===== src/rtl/rrhts_pkg.sv =====
// ============================================================================
// rrhts_pkg
// Shared types and command codes for the round-robin healthy target selector.
// ============================================================================
`default_nettype none

package rrhts_pkg;

    // Command codes carried in an input transaction.
    localparam logic [1:0] CMD_ACQUIRE   = 2'd0;
    localparam logic [1:0] CMD_MARK_DOWN = 2'd1;
    localparam logic [1:0] CMD_MARK_UP   = 2'd2;

    // Input transaction payload.
    typedef struct packed {
        logic [1:0] command;
        logic [3:0] target_index;
    } t_cmd_item;

    // Result transaction payload.
    typedef struct packed {
        logic       granted;
        logic [3:0] chosen_index;
        logic [4:0] healthy_total;
        logic       target_present;
    } t_res_item;

    // Configuration write payload.
    typedef struct packed {
        logic [4:0] num_targets;
    } t_cfg_item;

    // Status returned by the scan unit to the sequencer.
    typedef struct packed {
        logic done;
        logic found;
    } t_scan_stat;

endpackage

`default_nettype wire


===== src/rtl/rrhts_cfg_if.sv =====
// ============================================================================
// rrhts_cfg_if
// Configuration write channel carrying the target count.
// ============================================================================
`default_nettype none

interface rrhts_cfg_if;
    logic                 valid;
    logic                 ready;
    rrhts_pkg::t_cfg_item payload;

    modport source (output valid, output payload, input ready);
    modport sink   (input valid, input payload, output ready);
endinterface

`default_nettype wire


===== src/rtl/rrhts_cmd_if.sv =====
// ============================================================================
// rrhts_cmd_if
// Command channel carrying one acquire or mark transaction.
// ============================================================================
`default_nettype none

interface rrhts_cmd_if;
    logic                 valid;
    logic                 ready;
    rrhts_pkg::t_cmd_item payload;

    modport source (output valid, output payload, input ready);
    modport sink   (input valid, input payload, output ready);
endinterface

`default_nettype wire


===== src/rtl/rrhts_res_if.sv =====
// ============================================================================
// rrhts_res_if
// Result channel carrying one result transaction per command.
// ============================================================================
`default_nettype none

interface rrhts_res_if;
    logic                 valid;
    logic                 ready;
    rrhts_pkg::t_res_item payload;

    modport source (output valid, output payload, input ready);
    modport sink   (input valid, input payload, output ready);
endinterface

`default_nettype wire


===== src/rtl/rrhts_scan_unit.sv =====
// ============================================================================
// rrhts_scan_unit
// Circular scan over the health vector, one target per cycle. Starting at a
// given position it visits every target once, records the first healthy one
// and counts all healthy ones.
// ============================================================================
`default_nettype none

module rrhts_scan_unit #(
    parameter int MAX_TARGETS = 16,
    localparam int PW = (MAX_TARGETS > 1) ? $clog2(MAX_TARGETS) : 1,
    localparam int CW = $clog2(MAX_TARGETS + 1)
) (
    input  wire logic                   i_clk,
    input  wire logic                   i_rst_n,
    input  wire logic                   i_go,
    input  wire logic [PW-1:0]          i_start,
    input  wire logic [CW-1:0]          i_count,
    input  wire logic [MAX_TARGETS-1:0] i_health,
    output rrhts_pkg::t_scan_stat       o_stat,
    output logic      [PW-1:0]          o_chosen,
    output logic      [CW-1:0]          o_total
);
    import rrhts_pkg::*;

    logic          r_busy, n_busy;
    logic          r_done, n_done;
    logic [PW-1:0] r_pos, n_pos;
    logic [CW-1:0] r_step, n_step;
    logic          r_found, n_found;
    logic [PW-1:0] r_chosen, n_chosen;
    logic [CW-1:0] r_total, n_total;

    logic          w_bit;
    logic          w_last;
    logic          w_wrap;

    // Current target's health and position checks.
    assign w_bit  = i_health[r_pos];
    assign w_last = (r_step == i_count - CW'(1));
    assign w_wrap = (CW'(r_pos) == i_count - CW'(1));

    // One scan step per cycle while busy.
    always_comb begin
        n_busy   = r_busy;
        n_done   = 1'b0;
        n_pos    = r_pos;
        n_step   = r_step;
        n_found  = r_found;
        n_chosen = r_chosen;
        n_total  = r_total;
        if (i_go) begin
            n_busy  = 1'b1;
            n_pos   = i_start;
            n_step  = '0;
            n_found = 1'b0;
            n_total = '0;
        end else if (r_busy) begin
            if (w_bit) begin
                n_total = r_total + CW'(1);
                if (!r_found) begin
                    n_found  = 1'b1;
                    n_chosen = r_pos;
                end
            end
            n_pos  = w_wrap ? '0 : r_pos + PW'(1);
            n_step = r_step + CW'(1);
            if (w_last) begin
                n_busy = 1'b0;
                n_done = 1'b1;
            end
        end
    end

    // Control state.
    always_ff @(posedge i_clk) begin
        if (!i_rst_n) begin
            r_busy <= 1'b0;
            r_done <= 1'b0;
        end else begin
            r_busy <= n_busy;
            r_done <= n_done;
        end
    end

    // Scan working registers.
    always_ff @(posedge i_clk) begin
        r_pos    <= n_pos;
        r_step   <= n_step;
        r_found  <= n_found;
        r_chosen <= n_chosen;
        r_total  <= n_total;
    end

    assign o_stat.done  = r_done;
    assign o_stat.found = r_found;
    assign o_chosen     = r_chosen;
    assign o_total      = r_total;

endmodule

`default_nettype wire


===== src/rtl/round_robin_healthy_target_select_core.sv =====
// ============================================================================
// round_robin_healthy_target_select_core
// Round-robin selector over a pool of targets with one health bit each.
// ============================================================================
//
// Usage:
//   i_cfg writes the target count (0 acts as 1, values above MAX_TARGETS
//   saturate). Write it only while no command is in flight.
//   i_cmd takes one command transaction: acquire, mark down or mark up.
//   o_res returns exactly one result transaction per command, in order.
//
// Sequencing:
//   With N the effective target count, the scan unit visits one target per
//   cycle over N targets; the sequencer then moves from S_SCAN to S_RESULT,
//   where the registered result is offered. One command is handled at a time;
//   the next is accepted at the earliest in the cycle after the result is taken.
//
// Reset: all targets healthy, round-robin pointer at 0, target count 1.
// A stalled receiver holds the result in its output register; i_cmd stays
// not ready until that result is taken.
// ============================================================================
`default_nettype none

module round_robin_healthy_target_select_core #(
    parameter int MAX_TARGETS = 16
) (
    input  wire logic    i_clk,
    input  wire logic    i_rst_n,
    rrhts_cfg_if.sink    i_cfg,
    rrhts_cmd_if.sink    i_cmd,
    rrhts_res_if.source  o_res
);
    import rrhts_pkg::*;

    localparam int PW   = (MAX_TARGETS > 1) ? $clog2(MAX_TARGETS) : 1;
    localparam int CW   = $clog2(MAX_TARGETS + 1);
    localparam int CMPW = (CW > 4) ? CW : 4;

    // Sequencer states.
    localparam logic [1:0] S_IDLE   = 2'd0;
    localparam logic [1:0] S_SCAN   = 2'd1;
    localparam logic [1:0] S_RESULT = 2'd2;

    logic [1:0]             r_state, n_state;
    logic [MAX_TARGETS-1:0] r_health, n_health;
    logic [PW-1:0]          r_ptr, n_ptr;
    logic [CW-1:0]          r_n, n_n;
    logic                   r_is_acq, n_is_acq;
    logic                   r_present, n_present;
    t_res_item              r_res, n_res;

    logic                   w_accept;
    logic                   w_present;
    logic [PW-1:0]          w_start;
    logic [CW-1:0]          w_inc;
    logic [PW-1:0]          w_scan_start;
    t_scan_stat             w_stat;
    logic [PW-1:0]          w_chosen;
    logic [CW-1:0]          w_total;

    assign i_cfg.ready = 1'b1;
    assign i_cmd.ready = (r_state == S_IDLE);
    assign w_accept    = i_cmd.valid && i_cmd.ready;

    // Presence and round-robin start for the incoming command.
    assign w_present = CMPW'(i_cmd.payload.target_index) < CMPW'(r_n);
    assign w_start   = (CW'(r_ptr) < r_n) ? r_ptr : '0;
    assign w_inc     = CW'(w_start) + CW'(1);
    assign w_scan_start = (i_cmd.payload.command == CMD_ACQUIRE) ? w_start : '0;

    // Shared scan unit: finds the first healthy target and counts healthy ones.
    rrhts_scan_unit #(
        .MAX_TARGETS (MAX_TARGETS)
    ) u_scan (
        .i_clk    (i_clk),
        .i_rst_n  (i_rst_n),
        .i_go     (w_accept),
        .i_start  (w_scan_start),
        .i_count  (r_n),
        .i_health (r_health),
        .o_stat   (w_stat),
        .o_chosen (w_chosen),
        .o_total  (w_total)
    );

    // Configuration: store the effective target count.
    always_comb begin
        n_n = r_n;
        if (i_cfg.valid && i_cfg.ready) begin
            if (i_cfg.payload.num_targets == 5'd0) begin
                n_n = CW'(1);
            end else if (32'(i_cfg.payload.num_targets) > 32'(MAX_TARGETS)) begin
                n_n = CW'(MAX_TARGETS);
            end else begin
                n_n = CW'(i_cfg.payload.num_targets);
            end
        end
    end

    // Sequencer, health update and pointer advance.
    always_comb begin
        n_state   = r_state;
        n_health  = r_health;
        n_ptr     = r_ptr;
        n_is_acq  = r_is_acq;
        n_present = r_present;
        n_res     = r_res;
        case (r_state)
            S_IDLE: begin
                if (w_accept) begin
                    n_state   = S_SCAN;
                    n_is_acq  = (i_cmd.payload.command == CMD_ACQUIRE);
                    n_present = w_present;
                    case (i_cmd.payload.command)
                        CMD_ACQUIRE: begin
                            n_ptr = (w_inc == r_n) ? '0 : PW'(w_inc);
                        end
                        CMD_MARK_DOWN: begin
                            if (w_present) begin
                                n_health[PW'(i_cmd.payload.target_index)] = 1'b0;
                            end
                        end
                        CMD_MARK_UP: begin
                            if (w_present) begin
                                n_health[PW'(i_cmd.payload.target_index)] = 1'b1;
                            end
                        end
                        default: begin
                        end
                    endcase
                end
            end
            S_SCAN: begin
                if (w_stat.done) begin
                    n_state                = S_RESULT;
                    n_res.granted          = r_is_acq && w_stat.found;
                    n_res.chosen_index     = (r_is_acq && w_stat.found) ? 4'(w_chosen) : 4'd0;
                    n_res.healthy_total    = 5'(w_total);
                    n_res.target_present   = r_present;
                end
            end
            S_RESULT: begin
                if (o_res.ready) begin
                    n_state = S_IDLE;
                end
            end
            default: begin
                n_state = S_IDLE;
            end
        endcase
    end

    // Control state.
    always_ff @(posedge i_clk) begin
        if (!i_rst_n) begin
            r_state  <= S_IDLE;
            r_health <= '1;
            r_ptr    <= '0;
            r_n      <= CW'(1);
        end else begin
            r_state  <= n_state;
            r_health <= n_health;
            r_ptr    <= n_ptr;
            r_n      <= n_n;
        end
    end

    // Command attributes and the result register.
    always_ff @(posedge i_clk) begin
        r_is_acq  <= n_is_acq;
        r_present <= n_present;
        r_res     <= n_res;
    end

    assign o_res.valid   = (r_state == S_RESULT);
    assign o_res.payload = r_res;

    // A result without a grant always reports target zero.
    a_chosen_zero: assert property (@(posedge i_clk) disable iff (!i_rst_n)
        o_res.valid && !o_res.payload.granted |-> o_res.payload.chosen_index == 4'd0)
        else $error("chosen_index nonzero without a grant");

    // The healthy total never exceeds the effective target count.
    a_total_bound: assert property (@(posedge i_clk) disable iff (!i_rst_n)
        o_res.valid |-> 32'(o_res.payload.healthy_total) <= 32'(r_n))
        else $error("healthy_total above target count");

    // The scan unit finishes only while the sequencer waits for it.
    a_done_in_scan: assert property (@(posedge i_clk) disable iff (!i_rst_n)
        w_stat.done |-> r_state == S_SCAN)
        else $error("scan finished outside the scan state");

    // An accepted command always leads into the scan state.
    a_accept_scan: assert property (@(posedge i_clk) disable iff (!i_rst_n)
        w_accept |=> r_state == S_SCAN)
        else $error("accepted command did not start a scan");

endmodule

`default_nettype wire


===== src/flat_wrapper.sv =====
// flat-port wrapper written by rule: the top's interface ports become plain ports
module round_robin_healthy_target_select_core_flat import rrhts_pkg::*;
#(
    parameter int MAX_TARGETS = 16
)
  (i_clk, i_rst_n, i_cfg_valid, i_cfg_payload, i_cfg_ready, i_cmd_valid, i_cmd_payload, i_cmd_ready, o_res_valid, o_res_payload, o_res_ready);
  rrhts_cfg_if i_cfg_i ();
  rrhts_cmd_if i_cmd_i ();
  rrhts_res_if o_res_i ();
  input  wire logic i_clk;
  input  wire logic i_rst_n;
  input wire logic [$bits(i_cfg_i.valid)-1:0] i_cfg_valid;
  input wire logic [$bits(i_cfg_i.payload)-1:0] i_cfg_payload;
  output wire logic [$bits(i_cfg_i.ready)-1:0] i_cfg_ready;
  input wire logic [$bits(i_cmd_i.valid)-1:0] i_cmd_valid;
  input wire logic [$bits(i_cmd_i.payload)-1:0] i_cmd_payload;
  output wire logic [$bits(i_cmd_i.ready)-1:0] i_cmd_ready;
  output wire logic [$bits(o_res_i.valid)-1:0] o_res_valid;
  output wire logic [$bits(o_res_i.payload)-1:0] o_res_payload;
  input wire logic [$bits(o_res_i.ready)-1:0] o_res_ready;
  assign i_cfg_i.valid = i_cfg_valid;
  assign i_cfg_i.payload = i_cfg_payload;
  assign i_cfg_ready = i_cfg_i.ready;
  assign i_cmd_i.valid = i_cmd_valid;
  assign i_cmd_i.payload = i_cmd_payload;
  assign i_cmd_ready = i_cmd_i.ready;
  assign o_res_valid = o_res_i.valid;
  assign o_res_payload = o_res_i.payload;
  assign o_res_i.ready = o_res_ready;
  round_robin_healthy_target_select_core #(.MAX_TARGETS(MAX_TARGETS)) u_core (.i_clk(i_clk), .i_rst_n(i_rst_n), .i_cfg(i_cfg_i), .i_cmd(i_cmd_i), .o_res(o_res_i));
endmodule

===== config.mk =====
export PLATFORM = sky130hd
export DESIGN_NAME = round_robin_healthy_target_select_core_flat
export DESIGN_NICKNAME = d
export VERILOG_FILES = /design/src/rtl/rrhts_pkg.sv /design/src/rtl/rrhts_cfg_if.sv /design/src/rtl/rrhts_cmd_if.sv /design/src/rtl/rrhts_res_if.sv /design/src/rtl/rrhts_scan_unit.sv /design/src/rtl/round_robin_healthy_target_select_core.sv /design/src/flat_wrapper.sv
export SDC_FILE = /design/constraint.sdc
export NUM_CORES = 1
export LEC_CHECK = 0
export BUFFER_PORTS_ARGS = -buffer_cell sky130_fd_sc_hd__clkbuf_2
export CAP_MARGIN = 30
export CORE_MARGIN = 8
export CORE_UTILIZATION = 61
export CTS_BUF_LIST = sky130_fd_sc_hd__clkbuf_4 sky130_fd_sc_hd__clkbuf_8
export CTS_CLUSTER_DIAMETER = 150
export DETAILED_ROUTE_END_ITERATION = 7
export GPL_TIMING_DRIVEN = 0
export PLACE_DENSITY = 0.82
export SETUP_SLACK_MARGIN = 0.1
export SLEW_MARGIN = 20
export SYNTH_ARGS = -nofsm -noshare
export SYNTH_HDL_FRONTEND = slang
export SYNTH_HIERARCHICAL = 1
export SYNTH_SLANG_ARGS = --single-unit

===== constraint.sdc =====
create_clock -name i_clk -period 3.3 [get_ports i_clk]
set_input_delay 0.33 -clock i_clk [delete_from_list [all_inputs] [get_ports i_clk]]
set_output_delay 0.33 -clock i_clk [all_outputs]
set_load 0.01 [all_outputs]

==> results_dict.tcl, run 1 <==
set metrics [dict create \
    cts_buffer_depth 2 \
    io_pins 30 \
    fin_crit_ns 2.96 \
    htree_levels 3 \
    yosys-top-cells-count "dfxtp_1 (40), nor2_1 (23), edfxtp_1 (21), o311ai_0 (16), xnor2_1 (14)" \
    maxCapViolCount 0 \
    setup_violations 0 \
    seq_area_frac_synth_pct 43.9 \
    drc_errors 0 \
    die_y_um 89.1 \
    synth_flop_cell "dfxtp_1" \
    power.leakage_nw 1.42 \
    die_area_mm2 0.00794 \
    drt_iter0_drc 104 \
    max_freq_mhz 338 \
    rows 26 \
    finalNetCount 379 \
    hold_ws_ns 0.251 \
    ys_warn_count 6 \
    hold_path_class "in2reg" \
    numCtsBuffers 9 \
    area_delta_synth_final_pct 13.2 \
    synth_seq_cells 61 \
    cp.arrival_ns 3.15 \
    start_util_pct 63.4 \
    end_kind "register" \
    setup-tns-final_ns 0 \
    grt_max_degree 13 \
    power_density_mw_per_mm2 522 \
    tritoncts "built" \
    status "finished, final reports clean" \
    cts_setup_buffers 0 \
    antenna_found_initial 0 \
    drt-total-wl_um 6580 \
    yosys.area.top_type_share_pct 24.6 \
    avgSynthCellArea_um2 10.4 \
    grt_pass1_wl_um 11100 \
    skew_ns 0.00934 \
    dp_cells 411 \
    grt_use_total_pct 18.1 \
    first_pass_iters 4 \
    stdcell_count 427 \
    rsz0062_at_grt "no" \
    synthDistinctLibCells 62 \
    synth_area_mm2 0.00326 \
    cts_root_buf "clkbuf_8" \
    slew_headroom_pct 59.9 \
    syn_inst 314 \
    start_kind "register" \
    via_per_inst 5.80 \
    final_layout_size_suffix_gt1_share_pct 19.3 \
    core-area_mm2 0.00514 \
    critPathMaxFanout 8 \
    cp_data_required_time_ns 3.50 \
    worstSetupPathType "reg2reg" \
    worst-slew-pin-transition_ns 0.597 \
    grt_pass1_vias 2446 \
    die_x_um 89.1 \
    n_antenna_cell 0 \
    hold_violations 0 \
    synth_enable_flop_cells 21 \
    clk_pin_slew_ns 0.07 \
    netlist_top_cells_area "dfxtp_1 (25%), edfxtp_1 (19%), o311ai_0 (4.3%), ha_1 (4.2%), xnor2_1 (3.8%)" \
    yosysTopAreaCell "dfxtp_1" \
    grt_overflow 0 \
    finalCritPeriodShare_pct 89.6 \
    clock-sinks 61 \
    cts_hold_buf 0 \
    post_drt_wl_per_cell_um 15.4 \
    synth.most_common_cell "dfxtp_1" \
    post_cts_resized 0 \
    clk_latency_ns 0.33 \
    vdd_drop_max_mv 0.252 \
    gp_congestion 0.873 \
    synthesis.nets 341 \
    io_buffers 27 \
    ant_nets 0 \
    final_max_slew_viol_count 0 \
    vias 2477 \
    post-dp-hpwl_um 4970 \
    async_flop_share_pct 0 \
]
-- critical path, stage by stage, from the launching register on --
cell      delay, ns
dfxtp_1        0.46
inv_1          0.13
ha_1           0.29
o21a_1         0.13
o21bai_1       0.11
or2_1          0.25
buf_6          0.14
and2_2         0.18
ha_1           0.25
xnor2_1        0.16
and3_2         0.24
nor4_4         0.34
a211oi_1       0.14
-- cell usage in the layout, fill, tap and decap left out, types with 3 or more instances in the layout --
| cell type | count |
|---|---|
| dfxtp_1 | 40 |
| and3_2 | 4 |
| xnor2_1 | 14 |
| inv_1 | 13 |
| ha_1 | 11 |
| o41ai_1 | 4 |
| o22ai_1 | 3 |
| a22o_1 | 4 |
| nand2b_1 | 8 |
| nand4_1 | 3 |
| o311ai_0 | 16 |
| o21ai_0 | 4 |
| clkbuf_1 | 13 |
| buf_4 | 3 |
| mux2i_1 | 4 |
| nand3_1 | 12 |
| a21o_1 | 3 |
| nand2_1 | 12 |
| and3_1 | 7 |
| nor2b_1 | 6 |
| clkbuf_2 | 27 |
| xor2_1 | 11 |
| clkbuf_8 | 9 |
| o31ai_1 | 12 |
| a21oi_1 | 9 |
| nor3_1 | 6 |
| edfxtp_1 | 21 |
| buf_6 | 3 |
| and2_1 | 4 |
| nor2_1 | 23 |
-- per-layer routing --
| layer | share of wire, % | vias up | GRT usage, % | wire length, µm |
|---|---|---|---|---|
| met5 | 0 | - | 0 | 0 |
| met4 | 1.5 | 0 | 9.52 | 101 |
| met3 | 6.0 | 10 | 3.03 | 394 |
| met2 | 48 | 68 | 29.4 | 3150 |
| met1 | 45 | 1155 | 22.3 | 2930 |
| li1 | - | 1244 | - | - |
-- cell type report --
type,count,area [µm²]
multi-input combinational,218,1640
fill,406,1450
sequential,61,1430
buffer,22,144
timing repair buffer,27,135
clock buffer,10,131
tap,70,87.6
clock inverter,6,77.6
inverter,13,48.8
-- stage by stage --
step / cell area, µm² / setup slack, ns / utilization (%) / total power [mW]
4_1_cts: 3690 / 0.337 / 71.8 / 1.94
5_1_grt: 3690 / 0.120 / 71.8 / 2.02
3_3_place_gp: 3480 / 0.448 / 67.7 / 1.22
2_1_floorplan: 3260 / 0.673 / - / 1.16
3_5_place_dp: 3480 / 0.356 / 67.7 / 1.24
6_report: 3690 / 0.344 / 71.8 / 1.93
-- where the power goes --
group          switching (mW)  total, mW  internal (mW)
combinational           0.176      0.336          0.160
sequential             0.0513      0.888          0.837
clock                   0.277      0.703          0.426
-- path summary, 6_finish.rpt --
kind	depth (start not counted)	end	startpoint	slack (ns)
min	3	u_core/u_scan/r_done$_SDFF_PP0_	i_rst_n	0.25
max	12	u_core/r_ptr[2]$_SDFFE_PN0P_	u_core/r_n[3]$_SDFFE_PN0P_	0.34
max reg2reg	12	u_core/r_ptr[2]$_SDFFE_PN0P_	u_core/r_n[3]$_SDFFE_PN0P_	0.34
min reg2reg	0	u_core/o_res.payload[0]$_DFFE_PP_	u_core/r_present$_DFFE_PP_	0.42
-- cells by family (layout without fill, tap and decap cells) --
family                     count (synthesis)  count (layout)  share of synthesized area (%)
and+or+nand+nor                           99              99                           16.9
muxes                                      9               9                           4.11
adders and majority gates                 11              11                           4.22
other                                      1               1                          0.115
xor gates and xnor gates                  25              25                           6.72
buffers and inverters                     35              78                           5.91
AOI/OAI and AO/OA                         73              73                           18.1
DFF                                       61              61                           43.9
(Power assumes the default switching activity.)
==> run 2, diff against run 1 <==
Settings changed: SETUP_SLACK_MARGIN 0.1 to 0.5.
==> results_dict.tcl, run 2 (synthesized netlist as in run 1, its figures left out) <==
set metrics [dict create \
    status "finished, final reports clean" \
    io_pins 30 \
    via_per_inst 5.84 \
    setup-tns-final_ns 0 \
    worstSetupPathType "reg2reg" \
    power.leakage_nw 1.45 \
    gp_congestion 0.873 \
    die_y_um 89.1 \
    combPwrFrac_pct 18.1 \
    htree_levels 3 \
    reg2reg_setup_slack_ns 0.64 \
    hold_depth 3 \
    vdd_drop_max_mv 0.259 \
    cp_data_required_time_ns 3.50 \
    reg2regPathDepth 12 \
    final_common_cell "dfxtp_1" \
    area_delta_synth_final_pct 16.5 \
    start_util_pct 63.4 \
    reg2reg_to "u_core/r_ptr[1]$_SDFFE_PN0P_" \
    numCtsBuffers 9 \
    grt_use_total_pct 18.3 \
    max_freq_mhz 376 \
    grt_overflow 0 \
    crit_path_top_delay_cell "nor4_4" \
    drc_errors 0 \
    rows 26 \
    max_stage_delay_ns 0.36 \
    power.switching_mw 0.511 \
    finalNetCount 384 \
    dp_cells 411 \
    n_antenna_cell 0 \
    io_buffers 27 \
    skew_ns 0.0111 \
    power_density_mw_per_mm2 511 \
    critPathMaxFanout 4 \
    fin_crit_ns 2.66 \
    slew_headroom_pct 61.0 \
    final_layout_size_suffix_gt1_share_pct 25.1 \
    cts_hold_buf 0 \
    cts_root_buf "clkbuf_8" \
    end_kind "register" \
    tritoncts "built" \
    cp_cell_sequence "inv_2 -> ha_2 -> o21a_1 -> o21bai_2 -> buf_4 -> o21ai_1 -> inv_1 -> ha_4 -> xnor2_2 -> and3_4 -> nor4_4 -> o211ai_1" \
    setup_violations 0 \
    p_sw_share_pct 26.3 \
    final_max_slew_viol_count 0 \
    core-area_mm2 0.00514 \
    start_kind "register" \
    clk_pin_slew_ns 0.07 \
    die_x_um 89.1 \
    ant_nets 0 \
    post_drt_wl_per_cell_um 15.7 \
    first_pass_iters 5 \
    grt_pass1_vias 2456 \
    clk_latency_ns 0.33 \
    grt_max_degree 13 \
    maxCapViolCount 0 \
    grt_pass1_wl_um 11200 \
    most-common-layout-cells "dfxtp_1 (34), clkbuf_2 (27), nor2_1 (23)" \
    post-dp-hpwl_um 4970 \
    antenna_found_initial 0 \
    stdcell_count 432 \
    vias 2525 \
    holdCritStartpoint "i_rst_n" \
    hold_path_class "in2reg" \
    hold_ws_ns 0.257 \
    hold_violations 0 \
    power_frac_seq_pct 45.7 \
    clkPwrFrac_pct 36.2 \
    rsz0062_at_grt "no" \
    worst-slew-pin-transition_ns 0.581 \
    min_to "u_core/u_scan/r_done$_SDFF_PP0_" \
    die_area_mm2 0.00794 \
    p_int_mw 1.43 \
    cp.arrival_ns 2.86 \
    drt_iter0_drc 107 \
    finalCritPeriodShare_pct 80.7 \
    reg2reg_from "u_core/r_n[3]$_SDFFE_PN0P_" \
    clock-sinks 61 \
    drt-total-wl_um 6770 \
    cts_buffer_depth 2 \
]
run 2: cell types whose count changed in the layout (fill, tap and decap cells not counted), moves of 4 or more:
cell / change
buf_4: +5
ha_1: -4
dfxtp_2: +4
dfxtp_1: -6
run 2: power by group through the flow:
stage                     logic [mW]  clock network, mW  registers [mW]
after floorplan                0.270                  0           0.890
after global placement         0.323                  0           0.901
after detailed placement       0.336                  0           0.904
after CTS                      0.345              0.715           0.886
after global routing           0.386              0.755           0.893
final                          0.351              0.703           0.887
run 2: final cells by class:
class,instances,area [µm²]
plain buffers,22,144
clock buffers,10,131
clock inverters,6,77.6
fillers,392,1340
inverters,13,48.8
multi-input cells,218,1690
flip-flops and latches,61,1440
well taps,70,87.6
repair buffers,32,173
run 2: timing repair:
| action | CTS | global route |
|---|---|---|
| pin swaps | 6 | 6 |
| buffers inserted | 3 | 2 |
| resized for setup | 10 | 11 |
| endpoints found under the setup margin | 4 | 4 |
run 2: how the worst max path moves through the flow:
| stage | start | end | cells after the start |
|---|---|---|---|
| 2_1_floorplan | u_core/r_n[2]$_SDFFE_PN0P_ | u_core/r_ptr[3]$_SDFFE_PN0P_ | 13 |
| 3_3_place_gp | u_core/r_n[2]$_SDFFE_PN0P_ | u_core/r_ptr[2]$_SDFFE_PN0P_ | 12 |
| 3_5_place_dp | u_core/r_n[3]$_SDFFE_PN0P_ | u_core/r_ptr[3]$_SDFFE_PN0P_ | 12 |
| 4_1_cts | u_core/r_n[3]$_SDFFE_PN0P_ | u_core/r_ptr[1]$_SDFFE_PN0P_ | 13 |
| 5_1_grt | u_core/r_n[1]$_SDFFE_PN0P_ | u_core/r_ptr[1]$_SDFFE_PN0P_ | 12 |
| 6_report | u_core/r_n[3]$_SDFFE_PN0P_ | u_core/r_ptr[1]$_SDFFE_PN0P_ | 12 |
run 2: per-stage QoR:
stage	power [mW]	worst slack [ns]	instance area, µm²	util [%]
floorplan	1.16	0.673	3260	-
global placement	1.22	0.448	3480	67.7
detailed placement	1.24	0.356	3480	67.7
CTS	1.95	0.503	3760	73.1
global route	2.03	0.496	3800	73.9
finish	1.94	0.637	3800	73.9
run 2: layer usage:
layer / global-route usage (%) / vias to the layer above / wire [µm]
met5: 0 / - / 0
met4: 9.06 / 0 / 85
met3: 3.03 / 9 / 400
met2: 30.4 / 87 / 3270
met1: 22.4 / 1172 / 3010
li1: - / 1257 / -
run 2: worst max-delay path: cells and delay by family, from the launching register on:
family,cells,cell delay (ns)
flops,1,0.35
simple gates,2,0.55
xor+xnor,1,0.14
buf+inv,3,0.33
fa+ha+maj,2,0.50
compound gates,4,0.65
==> run 3, diff against run 2 <==
Settings changed: CORE_UTILIZATION 61 to 55, PLACE_DENSITY 0.82 to 0.78.
Clock period 3.3 ns to 2.3 ns, I/O delays scaled along.
==> results_dict.tcl, run 3 (synthesized netlist as in run 1, its figures left out) <==
set metrics [dict create \
    status "finished, violations left" \
    violations "negative setup slack" \
    gp_congestion 0.881 \
    power.leakage_nw 1.83 \
    worstSetupPathType "reg2reg" \
    clock-sinks 61 \
    multiInputGateArea_mm2 0.00229 \
    htree_levels 3 \
    hold_violations 0 \
    cts_root_buf "clkbuf_8" \
    grt_pass1_wl_um 14900 \
    numCtsBuffers 9 \
    power_density_mw_per_mm2 640 \
    antenna_found_initial 0 \
    tritoncts "built" \
    vias 3056 \
    rsz0062_at_grt "yes" \
    reg2reg_setup_slack_ns -0.45 \
    cp_data_required_time_ns 2.52 \
    drt_iter0_drc 229 \
    die_area_mm2 0.00865 \
    setup_violations 4 \
    drc_errors 0 \
    setup_ws_ns -0.451 \
    n_antenna_cell 0 \
    cp.arrival_ns 2.97 \
    die_y_um 93.0 \
    grt_overflow 0 \
    rows 28 \
    clk_latency_ns 0.35 \
    first_pass_iters 5 \
    core-area_mm2 0.00582 \
    max_freq_mhz 363 \
    grt_use_total_pct 21.8 \
    via_per_inst 6.41 \
    fillers 294 \
    grt_max_degree 13 \
    area_delta_synth_final_pct 47.9 \
    final_common_cell "buf_4" \
    finalNetCount 424 \
    hold_path_class "in2reg" \
    hold_ws_ns 0.164 \
    io_pins 30 \
    place_ws_ns -0.514 \
    most-common-layout-cells "buf_4 (34), dfxtp_1 (33), clkbuf_2 (29)" \
    vdd_drop_max_mv 0.436 \
    grt_pass1_vias 2993 \
    skew_ns 0.00694 \
    cts_buffer_depth 2 \
    post-dp-hpwl_um 5040 \
    post_drt_wl_per_cell_um 21.8 \
    end_kind "register" \
    ant_nets 0 \
    final_layout_size_suffix_gt1_share_pct 49.3 \
    final_max_slew_viol_count 0 \
    slew_headroom_pct 41.9 \
    maxCapViolCount 0 \
    die_x_um 93.0 \
    critPathMaxFanout 5 \
    start_util_pct 56.0 \
    drt-total-wl_um 10400 \
    finalCritPeriodShare_pct 120 \
    start_kind "register" \
    clk_pin_slew_ns 0.07 \
    fin_crit_ns 2.75 \
    seqCellArea_mm2 0.00145 \
    io_buffers 27 \
    worst-slew-pin-transition_ns 0.871 \
]
[run 3: cell count changes in the layout (fill, tap and decap cells not counted), moves of 5 or more]
cell	before	now
o311ai_1	1	6
o31ai_4	0	13
o311ai_0	16	0
o311ai_2	0	9
buf_4	8	34
a21oi_1	8	3
o31ai_1	12	0
buf_6	3	15
[run 3: area by class of cell]
type	count	area share [%]
tap	75	1.95
inverter	13	1.27
timing repair buffer	72	11.3
sequential	61	30.1
clock inverter	4	0.986
clock buffer	12	3.17
buffer	22	3.74
multi-input combinational	218	47.5
[run 3: layer usage]
metal  wire [µm]  global-route usage, %  up-vias  share of wire [%]
met4         446                   13.8        0                4.3
met3         704                   4.81       47                6.8
met5           0                      0        -                  0
met2        5340                   37.6      172                 51
met1        3890                   23.8     1495                 37
li1            -                      -     1342                  -
[run 3: repair_timing]
item	CTS	global route
hold endpoints to repair	0	0
pin swaps	34	19
hold buffers	0	0
endpoints found under the setup margin	40	42
gates resized for setup	84	69
cloned	4	0
buffers inserted	30	11
[run 3: worst max-delay path, cell delays in order (launching register included)]
cell       delay (ns)
dfxtp_4          0.37
inv_4            0.04
ha_4             0.21
a2111oi_4        0.44
or2_1            0.19
buf_6            0.10
and2_4           0.14
ha_4             0.22
xor2_2           0.17
a21oi_2          0.18
o31ai_4          0.11
nor4_4           0.28
o311ai_1         0.15
[run 3: metrics by stage]
step	instance area (µm²)	TNS, ns	util (%)	cells	power [mW]
3_5_place_dp	3560	-1.95	61.3	416	1.79
4_1_cts	4380	-0.895	75.3	466	2.90
3_3_place_gp	3560	-1.82	61.3	416	1.77
6_report	4820	-1.74	82.9	477	3.08
2_1_floorplan	3330	-0.830	-	314	1.68
5_1_grt	4820	-2.15	82.9	477	3.18
[run 3: report_power, final]
part           internal (mW)  switching [mW]  leakage (nW)
registers               1.20          0.0835         0.526
logic                  0.389           0.421          1.20
clock network          0.551           0.444         0.103
[run 3: worst paths after layout]
kind	start	to	depth (start not counted)
min reg2reg	u_core/r_present$_DFFE_PP_	u_core/o_res.payload[0]$_DFFE_PP_	0
min	o_res_ready	u_core/r_state[1]$_SDFFE_PN0P_	4
max reg2reg	u_core/r_n[1]$_SDFFE_PN0P_	u_core/r_ptr[3]$_SDFFE_PN0P_	12
max	u_core/r_n[1]$_SDFFE_PN0P_	u_core/r_ptr[3]$_SDFFE_PN0P_	12
